--- config.mk ---
export PLATFORM = sky130hd
export DESIGN_NAME = radix_to_ascii_formatter
export DESIGN_NICKNAME = d
export VERILOG_FILES = /design/src/hdl/r2a_pkg.sv /design/src/hdl/radix_to_ascii_formatter.sv /design/src/hdl/r2a_ctrl.sv /design/src/hdl/r2a_dp.sv
export SDC_FILE = /design/constraint.sdc
export NUM_CORES = 1
export LEC_CHECK = 0
export BUFFER_PORTS_ARGS = -buffer_cell sky130_fd_sc_hd__buf_2
export CORE_ASPECT_RATIO = 1.25
export CORE_UTILIZATION = 61
export DETAILED_ROUTE_END_ITERATION = 8
export PLACE_DENSITY = 0.86
export RECOVER_POWER = 25
export SLEW_MARGIN = 0
export SYNTH_ARGS = -nofsm -noshare
export SYNTH_HDL_FRONTEND = slang
export SYNTH_HIERARCHICAL = 1
export SYNTH_SLANG_ARGS = --single-unit
--- constraint.sdc ---
create_clock -name clk_i -period 16.47 [get_ports clk_i]
set_input_delay 2.4705 -clock clk_i [delete_from_list [all_inputs] [get_ports clk_i]]
set_output_delay 2.4705 -clock clk_i [all_outputs]
set_load 0.03 [all_outputs]
--- src/hdl/r2a_pkg.sv ---
// shared constants, types and helper functions of the radix to ascii formatter
package r2a_pkg;

  localparam int unsigned VALUE_WIDTH = 32;
  localparam int unsigned MAX_LEN     = 40;
  localparam int unsigned STEP_BITS   = 8;
  localparam int unsigned DIV_STEPS   = VALUE_WIDTH / STEP_BITS;
  localparam int unsigned STEP_W      = $clog2(DIV_STEPS);
  localparam int unsigned IDX_W       = $clog2(VALUE_WIDTH);
  localparam int unsigned CNT_W       = $clog2(VALUE_WIDTH + 1);

  localparam int unsigned RADIX_W     = 8;
  localparam int unsigned BASE_W      = 5;
  localparam int unsigned DIGIT_W     = 4;
  localparam int unsigned LEN_W       = 6;
  localparam int unsigned CHAR_W      = 8;
  localparam int unsigned IN_DATA_W   = 48;
  localparam int unsigned OUT_DATA_W  = 16;

  localparam logic [BASE_W-1:0]  BASE_MIN     = 5'd2;
  localparam logic [BASE_W-1:0]  BASE_MAX     = 5'd16;
  localparam logic [LEN_W-1:0]   LEN_MIN      = 6'd1;
  localparam logic [LEN_W-1:0]   LEN_MAX      = LEN_W'(MAX_LEN);
  localparam logic [CHAR_W-1:0]  CH_OVERFLOW  = 8'h3F;
  localparam logic [CHAR_W-1:0]  CH_PAD       = 8'h00;
  localparam logic [CHAR_W-1:0]  ASCII_DIGIT  = 8'h30;
  localparam logic [CHAR_W-1:0]  ASCII_LETTER = 8'h37;
  localparam logic [DIGIT_W-1:0] TEN          = 4'hA;

  typedef struct packed {
    logic load;
    logic div;
    logic rd;
    logic advance;
  } cmd_t;

  typedef struct packed {
    logic div_finish;
    logic emit_last;
  } status_t;

  function automatic logic [BASE_W-1:0] clamp_radix(input logic [RADIX_W-1:0] radix);
    logic [BASE_W-1:0] base;
    if (radix < RADIX_W'(BASE_MIN)) begin
      base = BASE_MIN;
    end else if (radix > RADIX_W'(BASE_MAX)) begin
      base = BASE_MAX;
    end else begin
      base = radix[BASE_W-1:0];
    end
    return base;
  endfunction

  function automatic logic [LEN_W-1:0] clamp_len(input logic [LEN_W-1:0] len);
    logic [LEN_W-1:0] res;
    if (len < LEN_MIN) begin
      res = LEN_MIN;
    end else if (len > LEN_MAX) begin
      res = LEN_MAX;
    end else begin
      res = len;
    end
    return res;
  endfunction

  function automatic logic [CHAR_W-1:0] digit_char(input logic [DIGIT_W-1:0] d);
    logic [CHAR_W-1:0] ch;
    if (d < TEN) begin
      ch = CHAR_W'(d) + ASCII_DIGIT;
    end else begin
      ch = CHAR_W'(d) + ASCII_LETTER;
    end
    return ch;
  endfunction

endpackage

--- src/hdl/radix_to_ascii_formatter.sv ---
// top level of the radix to ascii formatter
// Takes one unsigned 32-bit value with a radix (clamped to 2..16) and a buffer
// length (clamped to 1..40) and returns exactly buffer-length characters, most
// significant digit first in upper-case ascii, then zero bytes; when the digit
// count reaches the length the run is '?' characters closed by one zero byte.
// One item is worked on at a time. Digits come from a shared divider that
// resolves 8 quotient bits per cycle, and each character then takes a digit
// memory read, then an output transfer once the sink is ready; input is not
// accepted again until the last character has been transferred.
module radix_to_ascii_formatter (
  input  logic                               clk_i,
  input  logic                               rst_ni,
  input  logic                               s_tvalid_i,
  output logic                               s_tready_o,
  // value [31:0], radix [39:32], buffer_length [45:40], zero fill
  input  logic [r2a_pkg::IN_DATA_W-1:0]      s_tdata_i,
  output logic                               m_tvalid_o,
  input  logic                               m_tready_i,
  // character [7:0], position [13:8], zero fill
  output logic [r2a_pkg::OUT_DATA_W-1:0]     m_tdata_o,
  output logic                               m_tlast_o
);

  r2a_pkg::cmd_t                  cmd;
  r2a_pkg::status_t               status;
  logic [r2a_pkg::CHAR_W-1:0]     character;
  logic [r2a_pkg::LEN_W-1:0]      position;

  r2a_ctrl u_ctrl (
    .clk_i      (clk_i),
    .rst_ni     (rst_ni),
    .s_tvalid_i (s_tvalid_i),
    .s_tready_o (s_tready_o),
    .m_tvalid_o (m_tvalid_o),
    .m_tready_i (m_tready_i),
    .status_i   (status),
    .cmd_o      (cmd)
  );

  r2a_dp u_dp (
    .clk_i           (clk_i),
    .rst_ni          (rst_ni),
    .cmd_i           (cmd),
    .status_o        (status),
    .value_i         (s_tdata_i[r2a_pkg::VALUE_WIDTH-1:0]),
    .radix_i         (s_tdata_i[39:32]),
    .buffer_length_i (s_tdata_i[45:40]),
    .character_o     (character),
    .position_o      (position),
    .last_o          (m_tlast_o)
  );

  assign m_tdata_o = {2'b00, position, character};

endmodule

--- src/hdl/r2a_ctrl.sv ---
// controller state machine sequencing division and character transfers
module r2a_ctrl (
  input  logic              clk_i,
  input  logic              rst_ni,
  input  logic              s_tvalid_i,
  output logic              s_tready_o,
  output logic              m_tvalid_o,
  input  logic              m_tready_i,
  input  r2a_pkg::status_t  status_i,
  output r2a_pkg::cmd_t     cmd_o
);

  typedef enum logic [3:0] {
    ST_IDLE = 4'b0001,
    ST_DIV  = 4'b0010,
    ST_RD   = 4'b0100,
    ST_OUT  = 4'b1000
  } state_e;

  state_e state_q, state_d;

  always_comb begin
    state_d     = state_q;
    cmd_o       = '0;
    s_tready_o  = 1'b0;
    m_tvalid_o  = 1'b0;
    unique case (state_q)
      ST_IDLE: begin
        s_tready_o = 1'b1;
        if (s_tvalid_i) begin
          cmd_o.load = 1'b1;
          state_d    = ST_DIV;
        end
      end
      ST_DIV: begin
        cmd_o.div = 1'b1;
        if (status_i.div_finish) begin
          state_d = ST_RD;
        end
      end
      ST_RD: begin
        cmd_o.rd = 1'b1;
        state_d  = ST_OUT;
      end
      ST_OUT: begin
        m_tvalid_o = 1'b1;
        if (m_tready_i) begin
          if (status_i.emit_last) begin
            state_d = ST_IDLE;
          end else begin
            cmd_o.advance = 1'b1;
            state_d       = ST_RD;
          end
        end
      end
      default: begin
        state_d = ST_IDLE;
      end
    endcase
  end

  always_ff @(posedge clk_i or negedge rst_ni) begin
    if (!rst_ni) begin
      state_q <= ST_IDLE;
    end else begin
      state_q <= state_d;
    end
  end

endmodule

--- src/hdl/r2a_dp.sv ---
// datapath: digit divider, digit memory, emit counter and character forming
module r2a_dp (
  input  logic                                 clk_i,
  input  logic                                 rst_ni,
  input  r2a_pkg::cmd_t                        cmd_i,
  output r2a_pkg::status_t                     status_o,
  input  logic [r2a_pkg::VALUE_WIDTH-1:0]      value_i,
  input  logic [r2a_pkg::RADIX_W-1:0]          radix_i,
  input  logic [r2a_pkg::LEN_W-1:0]            buffer_length_i,
  output logic [r2a_pkg::CHAR_W-1:0]           character_o,
  output logic [r2a_pkg::LEN_W-1:0]            position_o,
  output logic                                 last_o
);

  logic [r2a_pkg::VALUE_WIDTH-1:0] quo_q, quo_d;
  logic [r2a_pkg::DIGIT_W-1:0]     rem_q, rem_d;
  logic [r2a_pkg::BASE_W-1:0]      base_q;
  logic [r2a_pkg::LEN_W-1:0]       len_q;
  logic [r2a_pkg::STEP_W-1:0]      step_q;
  logic [r2a_pkg::CNT_W-1:0]       cnt_q;
  logic [r2a_pkg::LEN_W-1:0]       idx_q;
  logic [r2a_pkg::DIGIT_W-1:0]     rd_q;
  logic                            in_digits_q;
  logic [r2a_pkg::DIGIT_W-1:0]     mem_q [r2a_pkg::VALUE_WIDTH];

  logic                            step_last;
  logic                            ovf;
  logic [r2a_pkg::CNT_W-1:0]       addr_diff;
  logic [r2a_pkg::IDX_W-1:0]       raddr;

  // restoring division, several quotient bits per cycle
  always_comb begin
    logic [r2a_pkg::BASE_W-1:0] trial;
    quo_d = quo_q;
    rem_d = rem_q;
    for (int k = 0; k < r2a_pkg::STEP_BITS; k++) begin
      trial = {rem_d, quo_d[r2a_pkg::VALUE_WIDTH-1]};
      quo_d = {quo_d[r2a_pkg::VALUE_WIDTH-2:0], 1'b0};
      if (trial >= base_q) begin
        trial    = trial - base_q;
        quo_d[0] = 1'b1;
      end
      rem_d = trial[r2a_pkg::DIGIT_W-1:0];
    end
  end

  assign step_last = (step_q == r2a_pkg::STEP_W'(r2a_pkg::DIV_STEPS - 1));
  assign status_o.div_finish = step_last &&
      ((quo_d == '0) || (cnt_q == r2a_pkg::CNT_W'(r2a_pkg::VALUE_WIDTH - 1)));
  assign status_o.emit_last = (idx_q == len_q - 1'b1);

  always_ff @(posedge clk_i or negedge rst_ni) begin
    if (!rst_ni) begin
      quo_q  <= '0;
      rem_q  <= '0;
      step_q <= '0;
      cnt_q  <= '0;
      idx_q  <= '0;
    end else if (cmd_i.load) begin
      quo_q  <= value_i;
      rem_q  <= '0;
      step_q <= '0;
      cnt_q  <= '0;
      idx_q  <= '0;
    end else if (cmd_i.div) begin
      quo_q  <= quo_d;
      step_q <= step_q + 1'b1;
      if (step_last) begin
        rem_q <= '0;
        cnt_q <= cnt_q + 1'b1;
      end else begin
        rem_q <= rem_d;
      end
    end else if (cmd_i.advance) begin
      idx_q <= idx_q + 1'b1;
    end
  end

  always_ff @(posedge clk_i) begin
    if (cmd_i.load) begin
      base_q <= r2a_pkg::clamp_radix(radix_i);
      len_q  <= r2a_pkg::clamp_len(buffer_length_i);
    end
  end

  // digit memory, least significant digit first
  assign addr_diff = cnt_q - r2a_pkg::CNT_W'(idx_q) - r2a_pkg::CNT_W'(1);
  assign raddr     = addr_diff[r2a_pkg::IDX_W-1:0];

  always_ff @(posedge clk_i) begin
    if (cmd_i.div && step_last) begin
      mem_q[cnt_q[r2a_pkg::IDX_W-1:0]] <= rem_d;
    end
    if (cmd_i.rd) begin
      rd_q        <= mem_q[raddr];
      in_digits_q <= (r2a_pkg::CNT_W'(idx_q) < cnt_q);
    end
  end

  assign ovf = (r2a_pkg::LEN_W'(cnt_q) >= len_q);

  always_comb begin
    if (ovf) begin
      character_o = status_o.emit_last ? r2a_pkg::CH_PAD : r2a_pkg::CH_OVERFLOW;
    end else if (in_digits_q) begin
      character_o = r2a_pkg::digit_char(rd_q);
    end else begin
      character_o = r2a_pkg::CH_PAD;
    end
  end

  assign position_o = idx_q;
  assign last_o     = status_o.emit_last;

`ifndef SYNTHESIS
  a_cnt_bound: assert property (@(posedge clk_i) disable iff (!rst_ni)
      cnt_q <= r2a_pkg::CNT_W'(r2a_pkg::VALUE_WIDTH))
    else $error("digit count beyond value width");

  a_rem_below_base: assert property (@(posedge clk_i) disable iff (!rst_ni)
      cmd_i.div |=> (rem_q < base_q))
    else $error("partial remainder not below base");

  a_idx_in_len: assert property (@(posedge clk_i) disable iff (!rst_ni)
      cmd_i.rd |-> (idx_q < len_q))
    else $error("emit index beyond buffer length");

  a_finish_resets_step: assert property (@(posedge clk_i) disable iff (!rst_ni)
      (cmd_i.div && status_o.div_finish) |=> (step_q == '0) && (rem_q == '0))
    else $error("divider not cleared after last digit");
`endif

endmodule

[Word level (Yosys, flattened, before mapping)]
Memories as Yosys holds them, arrays and structs flattened. A register that Yosys moved wholly into a read port is not among the register bits.
Cells that the tools add are included.
W data, S select, Z words.
Storage, ports and cells
  bits in registers: 66
  RAM bits: 128
  input bits: 52
  output and inout port bits: 19
  memories kept: 1
Memory list
  u_dp.mem_q: depth 32, width 4, read ports 1, clocked after memory_dff 1, wr ports 1, RTL line r2a_dp.sv:24  | logic [r2a_pkg::DIGIT_W-1:0] mem_q [r2a_pkg::VALUE_WIDTH];
Cells by class
  add/subtract/negate cells: 16
  $lt $le $gt $ge: 15
  equal/unequal tests: 11
  muxes and demuxes: 51
  reductions and logical operators: 12
Operators by type and width (count)
  $mux W32: 2
  $mux W4: 14
  $mux W6: 8
  $ge A5 B5 Y1: 8
  $logic_not A32 Y1: 1
  $sub A4 B4 Y4: 8
  $mux W8: 3
  $mux W1: 19
  $pmux W4 S4: 1
  $add A4 B6 Y7 const B: 2
  $add A6 B1 Y6 const B: 2
  $gt A8 B5 Y1 const B: 1
  $lt A8 B2 Y1 const B: 1
  $ne A2 B2 Y1 const B: 4
  $eq A6 B5 Y1 const B: 1
  $eq A6 B6 Y1: 1
  $ge A6 B6 Y1: 1
  $gt A6 B6 Y1 const B: 1
  $lt A6 B1 Y1 const B: 1
  $lt A6 B6 Y1: 1
  $reduce_bool A2 Y1: 3
  $sub A6 B1 Y6 const B: 1
  $mux W5: 1
  $sub A5 B1 Y5 const B: 1
  15 further kinds: 19

[Logic depth before layout (Yosys ltp)]
Gate-level depths: netlist of the first run.
  word-level depth: 21
  gate-level depth with buffers: 54
  depth with buffers taken out: 51

[Hierarchy]
The synthesis of the first run kept the hierarchy.
By module, submodules not included
  r2a_dp: times used 1, cells each 828, area an instance 10575.1 µm², sequential area each 5575.3 µm²
  r2a_ctrl: times used 1, cells each 26, area an instance 276.5 µm², sequential area each 101.3 µm²
  radix_to_ascii_formatter: times used 1, cells each 3, area an instance 18.8 µm², sequential area each 0.0 µm²

[Least setup slack after synthesis of the first run]
OpenSTA, ideal clock, no wires.
  kind: register to register
  start point: register u_dp/base_q[1] in the netlist's numbering
  end point: memory u_dp/mem_q[0][0] in the netlist's numbering, data pin
  library setup time: 392 ps
  arrival: 11062 ps
  required time: 16078 ps
  path slack: 5016 ps
  cell stages (with the launch flop): 43
  path buffers: 3
  clock period less this slack: 11454 ps
  cell sequence: edfxtp_1 -> inv_1 -> ha_1 -> a31oi_1 -> o21ai_1 -> mux2_2 -> ha_1 -> a21o_1 -> a31oi_1 -> o21ai_1 -> mux2_2 -> ha_1 -> nand2_1 -> o21ai_0 -> clkbuf_1 -> mux2_2 -> ha_1 -> nand2_1 -> [7 not listed] -> mux2_2 -> inv_1 -> ha_1 -> nand2_1 -> o21ai_0 -> a31oi_1 -> nor2_1 -> a21o_1 -> ha_1 -> and2_1 -> a221o_1 -> buf_2 -> mux2_2 -> inv_1 -> ha_1 -> a31oi_1 -> o21ai_1 -> mux2i_1
Between the ends
  cells in the longest elaborated chain, start to end: 16
RTL lines
  from (decl): RTL line r2a_dp.sv:17  | logic [r2a_pkg::BASE_W-1:0] base_q;
  from (signal assigned): RTL line r2a_dp.sv:81  | base_q <= r2a_pkg::clamp_radix(radix_i);
  $sub A4 B4 Y4 or $ge A5 B5 Y1 (tied branches): RTL line r2a_dp.sv:40, r2a_dp.sv:39
  $mux W4: RTL line r2a_dp.sv:39  | if (trial >= base_q) begin
  $sub A4 B4 Y4 or $ge A5 B5 Y1 (tied branches): RTL line r2a_dp.sv:40, r2a_dp.sv:39
  $mux W4: RTL line r2a_dp.sv:39
  $sub A4 B4 Y4 or $ge A5 B5 Y1 (tied branches): RTL line r2a_dp.sv:40, r2a_dp.sv:39
  $mux W4: RTL line r2a_dp.sv:39
  $ge A5 B5 Y1 or $sub A4 B4 Y4 (tied branches): RTL line r2a_dp.sv:39, r2a_dp.sv:40
  $mux W4: RTL line r2a_dp.sv:39
  $sub A4 B4 Y4 or $ge A5 B5 Y1 (tied branches): RTL line r2a_dp.sv:40, r2a_dp.sv:39
  $mux W4: RTL line r2a_dp.sv:39
  $sub A4 B4 Y4 or $ge A5 B5 Y1 (tied branches): RTL line r2a_dp.sv:40, r2a_dp.sv:39
  $mux W4: RTL line r2a_dp.sv:39
  $sub A4 B4 Y4 or $ge A5 B5 Y1 (tied branches): RTL line r2a_dp.sv:40, r2a_dp.sv:39
  $mux W4: RTL line r2a_dp.sv:39
  $ge A5 B5 Y1 (*): RTL line r2a_dp.sv:39
  $mux W4 (*): RTL line r2a_dp.sv:39
  net u_dp.rem_d, one bit: RTL line r2a_dp.sv:16  | logic [r2a_pkg::DIGIT_W-1:0] rem_q, rem_d;
  to (decl): RTL line r2a_dp.sv:24
The timed path passes the listed nets; every way through them passes the cells marked *.

[Final worst setup path of the first run]
  start point: register u_dp/base_q[1] in the netlist's numbering
  end point: memory u_dp/mem_q[31][1] in the netlist's numbering, data pin
Between the ends
  cells in the longest elaborated chain, start to end: 16
RTL lines (RTL line)
  $sub A4 B4 Y4 or $ge A5 B5 Y1 (tied branches): r2a_dp.sv:40, r2a_dp.sv:39
  $mux W4: r2a_dp.sv:39
  $sub A4 B4 Y4 or $ge A5 B5 Y1 (tied branches): r2a_dp.sv:40, r2a_dp.sv:39
  $mux W4: r2a_dp.sv:39
  $sub A4 B4 Y4 or $ge A5 B5 Y1 (tied branches): r2a_dp.sv:40, r2a_dp.sv:39
  $mux W4: r2a_dp.sv:39
  $ge A5 B5 Y1 or $sub A4 B4 Y4 (tied branches): r2a_dp.sv:39, r2a_dp.sv:40
  $mux W4: r2a_dp.sv:39
  $sub A4 B4 Y4 or $ge A5 B5 Y1 (tied branches): r2a_dp.sv:40, r2a_dp.sv:39
  $mux W4: r2a_dp.sv:39
  $sub A4 B4 Y4 or $ge A5 B5 Y1 (tied branches): r2a_dp.sv:40, r2a_dp.sv:39
  $mux W4: r2a_dp.sv:39
  $ge A5 B5 Y1 or $sub A4 B4 Y4 (tied branches): r2a_dp.sv:39, r2a_dp.sv:40
  $mux W4: r2a_dp.sv:39
  $sub A4 B4 Y4 or $ge A5 B5 Y1 (tied branches): r2a_dp.sv:40, r2a_dp.sv:39
  $mux W4 (*): r2a_dp.sv:39
  net u_dp.rem_d, one bit: r2a_dp.sv:16
Marked as above.

==> flow_results.xml, run 1 <==
<?xml version="1.0" encoding="UTF-8"?>
<metrics>
  <group name="run_status">
    <metric name="run_status" unit="">finished with violations</metric>
    <metric name="failed_checks" unit="">max-capacitance violations, max-slew violations</metric>
  </group>
  <group name="timing">
    <metric name="grt_setup_unrepaired" unit="">false</metric>
    <metric name="worst_slew_margin_rel" unit="%">-97.34</metric>
    <metric name="final-setup-viol-count" unit="">0</metric>
    <metric name="drv_slew" unit="">101</metric>
    <metric name="post-route-min-period" unit="ps">13580</metric>
    <metric name="totalNegativeSetupSlack" unit="ps">0</metric>
    <metric name="layout_worst_path_cycle_share" unit="%">82.44</metric>
    <metric name="finalClockSkew" unit="ps">10.40</metric>
    <metric name="fmaxAchievable" unit="GHz">0.07365</metric>
    <metric name="tightestPinTransition" unit="ps">2960</metric>
    <metric name="fin_worst_hold_slack" unit="ps">530.0</metric>
    <metric name="total_count_of_hold_check_failures_in_the_final_report" unit="">0</metric>
  </group>
  <group name="final_layout">
    <metric name="antenna_cells" unit="">0</metric>
    <metric name="final_common_cell" unit="">sky130_fd_sc_hd__edfxtp_1</metric>
    <metric name="fin_nets" unit="">1045</metric>
    <metric name="area_growth_syn_to_layout" unit="%">10.31</metric>
    <metric name="most-common-layout-cells" unit="">144 x sky130_fd_sc_hd__edfxtp_1, 69 x sky130_fd_sc_hd__nor2_1, 66 x sky130_fd_sc_hd__nand2_1</metric>
    <metric name="layout-drive-gt1-share" unit="%">14.90</metric>
  </group>
  <group name="clock_network">
    <metric name="ctsRootBufferMaster" unit="">sky130_fd_sc_hd__clkbuf_16</metric>
    <metric name="post_cts_buffers" unit="">0</metric>
    <metric name="post_cts_hold_buffer_count" unit="">0</metric>
    <metric name="clock_tree.buffer_depth" unit="">2</metric>
    <metric name="clk_transition_reported_paths" unit="ps">70</metric>
    <metric name="ctsResizeCount" unit="">0</metric>
    <metric name="cts-htree-levels" unit="">4</metric>
    <metric name="clock_insertion_delay_worst_skew" unit="ps">440</metric>
    <metric name="tritoncts.num_buffers" unit="">17</metric>
    <metric name="cts.sink_count" unit="">198</metric>
    <metric name="tritoncts" unit="">built</metric>
  </group>
  <group name="logic_synthesis">
    <metric name="synth_sequential_area_ratio" unit="%">52.22</metric>
    <metric name="post_synth_num_cell_types" unit="">58</metric>
    <metric name="ys_dominant_reg_cell" unit="">sky130_fd_sc_hd__edfxtp_1</metric>
    <metric name="synth-seq-cells" unit="">198</metric>
    <metric name="synthesis.area" unit="sq um">10870</metric>
    <metric name="syn_avg_cell_area" unit="sq um">12.68</metric>
    <metric name="yosys_warnings" unit="">6</metric>
    <metric name="ys_async_sr_fraction" unit="%">27.27</metric>
    <metric name="postSynthCellCount" unit="">857</metric>
    <metric name="synth_edf_count" unit="">144</metric>
  </group>
  <group name="placement">
    <metric name="io_buffer_count" unit="">65</metric>
    <metric name="place_hpwl" unit="um">16280</metric>
    <metric name="place_congestion" unit="">0.8964</metric>
  </group>
  <group name="route">
    <metric name="dr.pass1.iters" unit="">5</metric>
    <metric name="detail-route-antenna-nets" unit="">0</metric>
    <metric name="detail_route.drc_violations" unit="">0</metric>
    <metric name="vias_after_detailed_routing" unit="">7209</metric>
    <metric name="routed_via_density" unit="">6.231</metric>
    <metric name="detail_route.wl_per_cell" unit="um">20.61</metric>
    <metric name="detail_route.wirelength" unit="um">23850</metric>
    <metric name="detail_route.iter0.violations" unit="">476</metric>
  </group>
  <group name="critical_path">
    <metric name="startpoint_class_of_the_critical_path" unit="">flip-flop</metric>
    <metric name="worstPathRequired" unit="ps">16520</metric>
    <metric name="worst_r2r_start" unit="">u_dp/base_q[1]</metric>
    <metric name="reg2reg_to" unit="">u_dp/mem_q[31][1]</metric>
    <metric name="crit_arrival" unit="ps">13630</metric>
    <metric name="worst-path-max-fanout" unit="">32</metric>
    <metric name="slowest_delay" unit="ps">1000</metric>
    <metric name="worst-r2r-setup-slack" unit="ps">2890</metric>
    <metric name="slowest_stage" unit="">sky130_fd_sc_hd__a21oi_2</metric>
    <metric name="end_kind" unit="">flip-flop</metric>
    <metric name="r2r_cells" unit="">44</metric>
    <metric name="path_class" unit="">flip-flop to flip-flop</metric>
    <metric name="critical_path.most_common_cell" unit="">sky130_fd_sc_hd__ha_1</metric>
  </group>
  <group name="grt">
    <metric name="grt_overflow" unit="">0</metric>
    <metric name="global_route.usage.total" unit="%">27.64</metric>
    <metric name="grt_start_max_net_pins" unit="">96</metric>
    <metric name="grt_first_pass_wirelength" unit="um">37580</metric>
    <metric name="first_global_vias" unit="">7234</metric>
    <metric name="grt_antenna_before_repair" unit="">0</metric>
  </group>
  <group name="die">
    <metric name="rows" unit="">54</metric>
    <metric name="initial_utilization" unit="%">62.36</metric>
    <metric name="placeableCoreArea" unit="sq um">17430</metric>
    <metric name="die_h" unit="um">151.3</metric>
    <metric name="ios" unit="">71</metric>
    <metric name="chipWidth" unit="um">121.4</metric>
    <metric name="die-area" unit="sq um">18360</metric>
  </group>
  <group name="flow_run">
    <metric name="max_cap_viol_count" unit="">2</metric>
  </group>
  <group name="worst_hold_path">
    <metric name="hold_path.class" unit="">flip-flop to flip-flop</metric>
    <metric name="whs_path_depth" unit="">2</metric>
    <metric name="hp-start" unit="">u_dp/step_q[1]</metric>
    <metric name="timing.hold.worst_endpoint" unit="">u_dp/step_q[1]</metric>
  </group>
</metrics>
-- state kept, by name, indices dropped and copies added, names as in the netlist, 5 cells and up --
| name | count |
|---|---|
| u_dp/cnt_q | 6 |
| u_dp/position_o | 6 |
| u_dp/base_q | 5 |
| u_dp/quo_q | 32 |
| u_dp/mem_q | 128 |
| u_dp/len_q | 6 |
-- through the flow --
stage	instances	setup WS (ps)	utilization [%]	area (sq um)
after floorplan	858	5016	-	10870
after global placement	1125	3626	65.35	11390
after detailed placement	1125	3216	65.35	11390
after CTS	1157	3126	68.93	12020
after global routing	1157	1954	68.79	11990
final	1157	2892	68.79	11990
-- kinds of logic (layout without fill, tap and decap cells) --
family / after synthesis / after routing / share of synthesized area (%)
AOI/OAI and AO/OA: 158 / 158 / 8.897
xor gates and xnor gates: 37 / 37 / 2.981
adders and majority gates: 73 / 73 / 9.024
buffers and inverters: 88 / 163 / 3.568
DFF: 198 / 198 / 52.22
muxes: 93 / 93 / 14.21
other: 2 / 3 / 0.06909
and+or+nand+nor: 208 / 208 / 9.024
-- cells in the mapped netlist (2+ instances only) --
cell type | count | area, sq um
sky130_fd_sc_hd__o31ai_1 | 3 | 22.52
sky130_fd_sc_hd__xor2_1 | 12 | 105.1
sky130_fd_sc_hd__dfrtp_1 | 53 | 1326
sky130_fd_sc_hd__and2_1 | 8 | 50.05
sky130_fd_sc_hd__clkbuf_1 | 19 | 71.32
sky130_fd_sc_hd__nor2_1 | 69 | 259.0
sky130_fd_sc_hd__o21a_1 | 6 | 45.04
sky130_fd_sc_hd__o32ai_1 | 3 | 26.28
sky130_fd_sc_hd__ha_1 | 64 | 800.8
sky130_fd_sc_hd__conb_1 | 2 | 7.510
sky130_fd_sc_hd__and3_1 | 2 | 12.51
sky130_fd_sc_hd__o211ai_1 | 2 | 15.01
sky130_fd_sc_hd__buf_4 | 4 | 30.03
sky130_fd_sc_hd__nand3_1 | 11 | 55.05
sky130_fd_sc_hd__edfxtp_1 | 144 | 4324
sky130_fd_sc_hd__nor3_1 | 6 | 30.03
sky130_fd_sc_hd__mux2i_1 | 40 | 400.4
sky130_fd_sc_hd__a21oi_1 | 39 | 195.2
sky130_fd_sc_hd__o21ai_1 | 3 | 15.01
sky130_fd_sc_hd__a31o_2 | 2 | 17.52
sky130_fd_sc_hd__a21o_1 | 22 | 165.2
sky130_fd_sc_hd__buf_6 | 3 | 33.78
sky130_fd_sc_hd__a311oi_1 | 2 | 17.52
sky130_fd_sc_hd__xnor2_1 | 25 | 219.0
sky130_fd_sc_hd__fa_1 | 9 | 180.2
sky130_fd_sc_hd__nor3b_1 | 5 | 37.54
sky130_fd_sc_hd__mux4_1 | 26 | 683.2
sky130_fd_sc_hd__buf_2 | 3 | 15.01
sky130_fd_sc_hd__a31oi_1 | 10 | 62.56
sky130_fd_sc_hd__nor4b_2 | 2 | 30.03
sky130_fd_sc_hd__inv_1 | 57 | 214.0
sky130_fd_sc_hd__o21ai_0 | 53 | 265.3
sky130_fd_sc_hd__or3b_1 | 3 | 26.28
sky130_fd_sc_hd__mux2_2 | 13 | 146.4
sky130_fd_sc_hd__a22oi_1 | 2 | 15.01
sky130_fd_sc_hd__nand2b_1 | 9 | 56.30
sky130_fd_sc_hd__nand4_1 | 6 | 37.54
sky130_fd_sc_hd__nor4_1 | 8 | 50.05
sky130_fd_sc_hd__nor2b_1 | 10 | 62.56
sky130_fd_sc_hd__mux4_2 | 14 | 315.3
sky130_fd_sc_hd__nand2_1 | 66 | 247.7
-- layer usage --
metal  share of wire (%)  track usage, %  vias up
met4                 3.1           11.05        0
met1                  38           31.90     3533
met2                  54           50.37      303
li1                    -               -     3316
met5                   0               0        -
met3                 5.3           5.045       57
-- worst max-delay path by stage --
stage,startpoint,to,cells past startpoint
after floorplan,u_dp/base_q[1],u_dp/mem_q[0][0],42
after global placement,u_dp/base_q[1],u_dp/mem_q[24][1],45
after detailed placement,u_dp/base_q[1],u_dp/mem_q[25][1],44
after CTS,u_dp/base_q[1],u_dp/mem_q[31][1],44
after global routing,u_dp/base_q[1],u_dp/mem_q[6][1],44
final,u_dp/base_q[1],u_dp/mem_q[31][1],44
-- final cells by class --
class / count / area (sq um)
clock buffers: 17 / 425.4
inverters: 57 / 214.0
multi-input cells: 572 / 4812
flip-flops and latches: 198 / 5677
well taps: 224 / 280.3
clock inverters: 15 / 200.2
fillers: 1167 / 5440
repair buffers: 74 / 382.9
-- critical path, delay by kind of cell, from the launching register on --
| family | cells | cell delay, ps |
|---|---|---|
| AO/OA/AOI/OAI | 22 | 6450 |
| adder cells (fa/ha/maj) | 8 | 2370 |
| buffers and inverters | 4 | 920 |
| flip-flops | 1 | 730 |
| multiplexers | 6 | 2300 |
| AND/OR/NAND/NOR | 4 | 410 |
Power of run 1 is not shown: default switching activity piles up to over one toggle a cycle in this logic, so the estimate is an artifact.
==> inputs of run 2 (changes only) <==
CORE_UTILIZATION = 55   (was 61)
PLACE_DENSITY = 0.82   (was 0.86)
clock period = 11.1 ns   (was 16.47 ns; I/O delays follow)
==> run 2 against run 1 <==
The flow still finishes with violations (max-capacitance violations, max-slew violations). Worst setup slack lost 2400 ps. Die area grew 11%. Maximum frequency grew 28%. First-iteration DRC count shrank 19%. Final cell count grew 5.4%. Final area grew 3.0%. Global-route usage shrank 3.6 points. Non-clock buffer count grew 22. Clock skew grew 7.7 ps. Register-to-register slack lost 2400 ps.
==> flow_results.xml, run 2 (synthesized netlist as in run 1, its figures left out) <==
<?xml version="1.0" encoding="UTF-8"?>
<metrics>
  <group name="run_status">
    <metric name="run_status" unit="">finished with violations</metric>
    <metric name="failed_checks" unit="">max-capacitance violations, max-slew violations</metric>
  </group>
  <group name="die">
    <metric name="rows" unit="">57</metric>
    <metric name="die-area" unit="sq um">20330</metric>
    <metric name="ios" unit="">71</metric>
    <metric name="placeableCoreArea" unit="sq um">19400</metric>
    <metric name="chipWidth" unit="um">127.7</metric>
    <metric name="initial_utilization" unit="%">56.04</metric>
    <metric name="die_h" unit="um">159.2</metric>
  </group>
  <group name="clock_network">
    <metric name="tritoncts.num_buffers" unit="">17</metric>
    <metric name="cts.sink_count" unit="">198</metric>
    <metric name="cts-htree-levels" unit="">4</metric>
    <metric name="clock_tree.buffer_depth" unit="">2</metric>
    <metric name="ctsRootBufferMaster" unit="">sky130_fd_sc_hd__clkbuf_16</metric>
    <metric name="clock_insertion_delay_worst_skew" unit="ps">450</metric>
    <metric name="tritoncts" unit="">built</metric>
    <metric name="clk_transition_reported_paths" unit="ps">80</metric>
  </group>
  <group name="final_layout">
    <metric name="final_common_cell" unit="">sky130_fd_sc_hd__edfxtp_1</metric>
    <metric name="area_growth_syn_to_layout" unit="%">13.57</metric>
    <metric name="antenna_cells" unit="">0</metric>
    <metric name="fin_nets" unit="">1067</metric>
    <metric name="n_fill_cell" unit="">1454</metric>
    <metric name="layout-drive-gt1-share" unit="%">18.74</metric>
    <metric name="number_of_flip_flops_in_the_largest_register" unit="">128</metric>
    <metric name="most-common-layout-cells" unit="">144 x sky130_fd_sc_hd__edfxtp_1, 68 x sky130_fd_sc_hd__nor2_1, 66 x sky130_fd_sc_hd__nand2_1</metric>
    <metric name="layout.core_utilization" unit="%">63.64</metric>
  </group>
  <group name="critical_path">
    <metric name="worstPathRequired" unit="ps">11440</metric>
    <metric name="slowest_stage" unit="">sky130_fd_sc_hd__a221o_1</metric>
    <metric name="path_class" unit="">flip-flop to flip-flop</metric>
    <metric name="crit_arrival" unit="ps">10940</metric>
    <metric name="worstSetupEndpoint" unit="">u_ctrl/state_q[1]</metric>
    <metric name="end_kind" unit="">flip-flop</metric>
    <metric name="worst_r2r_start" unit="">u_dp/quo_q[31]</metric>
    <metric name="worst-path-stages" unit="">54</metric>
    <metric name="slowest_delay" unit="ps">430</metric>
    <metric name="crit_buf_inv" unit="">9</metric>
    <metric name="worst-path-max-fanout" unit="">12</metric>
    <metric name="startpoint_class_of_the_critical_path" unit="">flip-flop</metric>
    <metric name="reg2reg_to" unit="">u_ctrl/state_q[1]</metric>
    <metric name="setup.worst_path.start" unit="">u_dp/quo_q[31]</metric>
    <metric name="critical_path.most_common_cell" unit="">sky130_fd_sc_hd__ha_1</metric>
    <metric name="r2r_cells" unit="">54</metric>
    <metric name="worst-r2r-setup-slack" unit="ps">500</metric>
    <metric name="critical-path-top-delay-family" unit="">compound AO/OA/AOI/OAI gates</metric>
  </group>
  <group name="grt">
    <metric name="grt_first_pass_wirelength" unit="um">37230</metric>
    <metric name="grt_start_max_net_pins" unit="">96</metric>
    <metric name="first_global_vias" unit="">7054</metric>
    <metric name="grt_overflow" unit="">0</metric>
    <metric name="grt_antenna_before_repair" unit="">0</metric>
    <metric name="global_route.usage.total" unit="%">24.02</metric>
  </group>
  <group name="placement">
    <metric name="place_congestion" unit="">0.8399</metric>
    <metric name="post-place-ws" unit="ps">256.2</metric>
    <metric name="io_buffer_count" unit="">65</metric>
    <metric name="place_hpwl" unit="um">15740</metric>
  </group>
  <group name="route">
    <metric name="routed_via_density" unit="">5.916</metric>
    <metric name="detail_route.drc_violations" unit="">0</metric>
    <metric name="detail_route.wl_per_cell" unit="um">19.27</metric>
    <metric name="dr.pass1.iters" unit="">7</metric>
    <metric name="vias_after_detailed_routing" unit="">7218</metric>
    <metric name="detail_route.wirelength" unit="um">23510</metric>
    <metric name="detail_route.iter0.violations" unit="">386</metric>
    <metric name="detail-route-antenna-nets" unit="">0</metric>
  </group>
  <group name="timing">
    <metric name="post-route-min-period" unit="ps">10600</metric>
    <metric name="finalClockSkew" unit="ps">18.08</metric>
    <metric name="drv_slew" unit="">55</metric>
    <metric name="postLayoutSetupSlackWorst" unit="ps">499.2</metric>
    <metric name="worst_slew_margin_rel" unit="%">-98.36</metric>
    <metric name="tightestPinTransition" unit="ps">2975</metric>
    <metric name="fmaxAchievable" unit="GHz">0.09433</metric>
    <metric name="layout_worst_path_cycle_share" unit="%">95.50</metric>
    <metric name="total_count_of_hold_check_failures_in_the_final_report" unit="">0</metric>
    <metric name="final-setup-viol-count" unit="">0</metric>
  </group>
  <group name="flow_run">
    <metric name="max_cap_viol_count" unit="">1</metric>
  </group>
  <group name="worst_hold_path">
    <metric name="hp-start" unit="">u_dp/step_q[1]</metric>
    <metric name="hold_path.class" unit="">flip-flop to flip-flop</metric>
  </group>
</metrics>
==> run 2: area by class of cell <==
| cell class | instances | area [sq um] | area share, % |
|---|---|---|---|
| tap | 265 | 331.6 | 2.686 |
| timing repair buffer | 96 | 551.8 | 4.469 |
| clock buffer | 17 | 425.4 | 3.446 |
| inverter | 57 | 214.0 | 1.733 |
| sequential | 198 | 5677 | 45.98 |
| clock inverter | 15 | 239.0 | 1.936 |
| multi-input combinational | 572 | 4907 | 39.75 |
==> run 2: timing repair <==
action,in CTS,in global routing
buffers inserted,0,4
endpoints found under the setup margin,0,135
gates resized for setup,0,19
hold buffers,0,0
==> run 2: layer usage <==
metal / part of all wire, % / GRT usage (%) / routed length (um)
met1: 39 / 28.84 / 9215
met2: 54 / 43.01 / 12610
met3: 4.7 / 3.259 / 1116
met4: 2.4 / 10.05 / 568
met5: 0 / 0 / 0
==> run 2: stage by stage <==
step	hold WS, ps	area [sq um]	instances	setup TNS (ps)
2_1_floorplan	490.6	10880	858	-1233
3_3_place_gp	508.9	11580	1184	0
3_5_place_dp	528.7	11580	1184	0
4_1_cts	547.5	12240	1216	0
5_1_grt	592.8	12350	1220	-247.7
6_report	545.4	12350	1220	0
==> run 2: worst min path at each step <==
stage	slack (ps)	cells after the start	end
after CTS	550	2	u_dp/step_q[1]
after floorplan	490	2	u_dp/step_q[1]
after global placement	510	2	u_dp/step_q[1]
final	550	2	u_dp/step_q[1]
after detailed placement	530	2	u_dp/step_q[1]
after global routing	590	2	u_dp/step_q[1]
==> run 2: worst reg2reg max path: cells and delay by family, from the launching register on <==
kind / cells / cell delay, ps
compound gates: 30 / 4850
fa+ha+maj: 8 / 2670
buf+inv: 9 / 1430
flops: 1 / 390
mux: 1 / 290
simple gates: 6 / 920
Power of run 2 is left out for the same reason.
==> inputs of run 3 (changes only) <==
ABC_AREA = 1   (was default)
CORE_UTILIZATION = 57   (was 55)
CTS_BUF_LIST = sky130_fd_sc_hd__clkbuf_4 sky130_fd_sc_hd__clkbuf_8   (was default)
PLACE_DENSITY = 0.85   (was 0.82)
==> run 3 against run 2 <==
The run still ends with max-capacitance violations, max-slew violations left. Clock-buffer cell count unchanged. Routed wire length up 6.3%. Critical path depth up 12. Core utilization up 0.22 points. Maximum frequency up 2.9%. Die area down 0.43%. Register-to-register slack better by 300 ps. First-iteration DRC count up 92%. Synthesized cell count up 43%. Worst setup slack better by 300 ps. Hold slack worse by 30 ps. Clock skew down 6.0 ps. Critical endpoint is now u_dp/mem_q[15][3]. Largest cell class unchanged.
==> flow_results.xml, run 3 <==
<?xml version="1.0" encoding="UTF-8"?>
<metrics>
  <group name="grt">
    <metric name="grt_first_pass_wirelength" unit="um">39190</metric>
    <metric name="global_route.usage.total" unit="%">24.87</metric>
    <metric name="grt_antenna_before_repair" unit="">0</metric>
    <metric name="grt_overflow" unit="">0</metric>
    <metric name="grt_start_max_net_pins" unit="">66</metric>
    <metric name="first_global_vias" unit="">8418</metric>
  </group>
  <group name="route">
    <metric name="detail_route.iter0.violations" unit="">742</metric>
    <metric name="vias_after_detailed_routing" unit="">8824</metric>
    <metric name="detail_route.drc_violations" unit="">0</metric>
    <metric name="detail_route.wl_per_cell" unit="um">15.87</metric>
    <metric name="routed_via_density" unit="">5.606</metric>
    <metric name="detail-route-antenna-nets" unit="">0</metric>
    <metric name="detail_route.wirelength" unit="um">24980</metric>
    <metric name="dr.pass1.iters" unit="">5</metric>
  </group>
  <group name="timing">
    <metric name="postLayoutSetupSlackWorst" unit="ps">796.5</metric>
    <metric name="total_count_of_hold_check_failures_in_the_final_report" unit="">0</metric>
    <metric name="fin_worst_hold_slack" unit="ps">515.3</metric>
    <metric name="tightestPinTransition" unit="ps">2995</metric>
    <metric name="fmaxAchievable" unit="GHz">0.09705</metric>
    <metric name="layout_worst_path_cycle_share" unit="%">92.82</metric>
    <metric name="post-route-min-period" unit="ps">10300</metric>
    <metric name="totalNegativeSetupSlack" unit="ps">0</metric>
    <metric name="worst_slew_margin_rel" unit="%">-99.65</metric>
    <metric name="finalClockSkew" unit="ps">12.09</metric>
    <metric name="drv_slew" unit="">55</metric>
    <metric name="final-setup-viol-count" unit="">0</metric>
  </group>
  <group name="die">
    <metric name="rows" unit="">57</metric>
    <metric name="die_h" unit="um">158.8</metric>
    <metric name="chipWidth" unit="um">127.5</metric>
    <metric name="initial_utilization" unit="%">58.04</metric>
    <metric name="die-area" unit="sq um">20250</metric>
    <metric name="ios" unit="">71</metric>
    <metric name="placeableCoreArea" unit="sq um">19330</metric>
  </group>
  <group name="final_layout">
    <metric name="number_of_flip_flops_in_the_largest_register" unit="">128</metric>
    <metric name="most-common-layout-cells" unit="">200 x sky130_fd_sc_hd__nand2_1, 177 x sky130_fd_sc_hd__nor2_1, 153 x sky130_fd_sc_hd__inv_1</metric>
    <metric name="fin_nets" unit="">1422</metric>
    <metric name="antenna_cells" unit="">0</metric>
    <metric name="final_common_cell" unit="">sky130_fd_sc_hd__nand2_1</metric>
    <metric name="area_growth_syn_to_layout" unit="%">10.04</metric>
    <metric name="layout-drive-gt1-share" unit="%">12.99</metric>
  </group>
  <group name="worst_hold_path">
    <metric name="whs_path_depth" unit="">2</metric>
    <metric name="hp-start" unit="">u_dp/quo_q[23]</metric>
    <metric name="hold_path.class" unit="">flip-flop to flip-flop</metric>
  </group>
  <group name="logic_synthesis">
    <metric name="synth_sequential_area_ratio" unit="%">50.61</metric>
    <metric name="muxShareOfSynthArea" unit="%">0</metric>
    <metric name="postSynthCellCount" unit="">1222</metric>
    <metric name="yosys_warnings" unit="">6</metric>
    <metric name="ys_dominant_reg_cell" unit="">sky130_fd_sc_hd__edfxtp_1</metric>
    <metric name="post_synth_num_cell_types" unit="">54</metric>
    <metric name="synth_edf_count" unit="">144</metric>
    <metric name="synthesis.area" unit="sq um">11220</metric>
    <metric name="synth_xor_area_share" unit="%">2.432</metric>
    <metric name="main_combinational_cell_family_by_area_after_synthesis" unit="">simple AND/OR/NAND/NOR gates</metric>
    <metric name="synthDominantAreaCellType" unit="">sky130_fd_sc_hd__edfxtp_1</metric>
    <metric name="post-synth-top-count-cell" unit="">sky130_fd_sc_hd__nand2_1</metric>
    <metric name="synth-seq-cells" unit="">198</metric>
    <metric name="synthTopCellsByArea" unit="">sky130_fd_sc_hd__edfxtp_1 39%, sky130_fd_sc_hd__dfrtp_1 12%, sky130_fd_sc_hd__ha_1 7.1%</metric>
    <metric name="synthSimpleGateAreaFrac" unit="%">19.06</metric>
    <metric name="synth_top_area_share" unit="%">38.55</metric>
    <metric name="synth_top_cells_by_count" unit="">199 x sky130_fd_sc_hd__nand2_1, 177 x sky130_fd_sc_hd__nor2_1, 154 x sky130_fd_sc_hd__inv_1</metric>
    <metric name="post_synth_fa_ha_maj_area_fraction" unit="%">8.745</metric>
    <metric name="syn_avg_cell_area" unit="sq um">9.179</metric>
    <metric name="ys_async_sr_fraction" unit="%">27.27</metric>
    <metric name="synth-compound-area-share" unit="%">11.51</metric>
  </group>
  <group name="critical_path">
    <metric name="crit_arrival" unit="ps">10490</metric>
    <metric name="end_kind" unit="">flip-flop</metric>
    <metric name="worst_r2r_start" unit="">u_dp/base_q[2]</metric>
    <metric name="setup.worst_path.start" unit="">u_dp/base_q[2]</metric>
    <metric name="startpoint_class_of_the_critical_path" unit="">flip-flop</metric>
    <metric name="path_class" unit="">flip-flop to flip-flop</metric>
    <metric name="worst-path-max-fanout" unit="">32</metric>
    <metric name="critical_path.most_common_cell" unit="">sky130_fd_sc_hd__nand2_1</metric>
    <metric name="slowest_stage" unit="">sky130_fd_sc_hd__edfxtp_1</metric>
    <metric name="r2r_cells" unit="">66</metric>
    <metric name="worstPathRequired" unit="ps">11290</metric>
    <metric name="slowest_delay" unit="ps">370</metric>
  </group>
  <group name="placement">
    <metric name="io_buffer_count" unit="">65</metric>
    <metric name="post-place-ws" unit="ps">402.0</metric>
    <metric name="place_congestion" unit="">0.8590</metric>
    <metric name="place_hpwl" unit="um">17250</metric>
  </group>
  <group name="run_status">
    <metric name="failed_checks" unit="">max-capacitance violations, max-slew violations</metric>
    <metric name="run_status" unit="">finished with violations</metric>
  </group>
  <group name="clock_network">
    <metric name="ctsRootBufferMaster" unit="">sky130_fd_sc_hd__clkbuf_8</metric>
    <metric name="cts.sink_count" unit="">198</metric>
    <metric name="clock_tree.buffer_depth" unit="">2</metric>
    <metric name="tritoncts.num_buffers" unit="">17</metric>
    <metric name="clk_transition_reported_paths" unit="ps">90</metric>
    <metric name="tritoncts" unit="">built</metric>
    <metric name="clock_insertion_delay_worst_skew" unit="ps">470</metric>
    <metric name="post_cts_hold_buffer_count" unit="">0</metric>
    <metric name="cts-htree-levels" unit="">4</metric>
  </group>
  <group name="flow_run">
    <metric name="max_cap_viol_count" unit="">1</metric>
  </group>
</metrics>
[run 3: changes by cell type in the layout (fill, tap and decap cells not counted), moves of 38 or more]
cell and change:
sky130_fd_sc_hd__nor2_1 +109, sky130_fd_sc_hd__o21ai_0 +56, sky130_fd_sc_hd__nand2_1 +134, sky130_fd_sc_hd__inv_1 +97, sky130_fd_sc_hd__nand3_1 +45, sky130_fd_sc_hd__mux2i_1 -38
[run 3: layer usage]
| metal | share of wire (%) | global-route usage (%) | vias up |
|---|---|---|---|
| met4 | 3.1 | 10.71 | 0 |
| met2 | 54 | 46.52 | 294 |
| met1 | 38 | 27.60 | 4201 |
| met5 | 0 | 0 | - |
| met3 | 4.9 | 3.538 | 57 |
| li1 | - | - | 4272 |
[run 3: final cells by class]
class	instances	area, sq um
clock inverter	14	171.4
timing repair buffer	92	521.8
clock buffer	17	234.0
tap	265	331.6
sequential	198	5677
inverter	168	636.9
fill	1495	6984
multi-input combinational	820	4771
[run 3: final timing paths]
check                                    end  slack, ps
hold reg to reg               u_dp/quo_q[23]        520
hold / removal                u_dp/quo_q[23]        520
min in group asynchronous  u_ctrl/state_q[1]       2260
setup reg to reg           u_dp/mem_q[15][3]        800
setup / recovery           u_dp/mem_q[15][3]        800
max in group asynchronous     u_dp/quo_q[17]       7150
[run 3: per-stage QoR]
stage | instance area, sq um | instances | util, %
2_1_floorplan | 11220 | 1223 | -
4_1_cts | 12210 | 1562 | 63.16
6_report | 12340 | 1574 | 63.86
3_5_place_dp | 11800 | 1531 | 61.07
5_1_grt | 12340 | 1574 | 63.86
3_3_place_gp | 11800 | 1531 | 61.07
[run 3: critical path, delay by kind of cell, from the launching register on]
family          cells  cell delay [ps]
flops               1              370
compound gates      6              860
fa+ha+maj           8             2430
buf+inv            13             1440
simple gates       39             4900
[run 3: repair_timing]
action / in CTS / in global routing
endpoints found under the setup margin: 0 / 135
gates resized for setup: 0 / 16
setup buffers: 0 / 11
endpoints found under the hold margin: 0 / 0
[run 3: cell families after synthesis]
logic type / after synthesis
xor gates and xnor gates: 29
AOI/OAI and AO/OA: 218
buffers and inverters: 206
and+or+nand+nor: 496
other: 2
DFF: 198
adders and majority gates: 73
Power of run 3 is left out for the same reason.
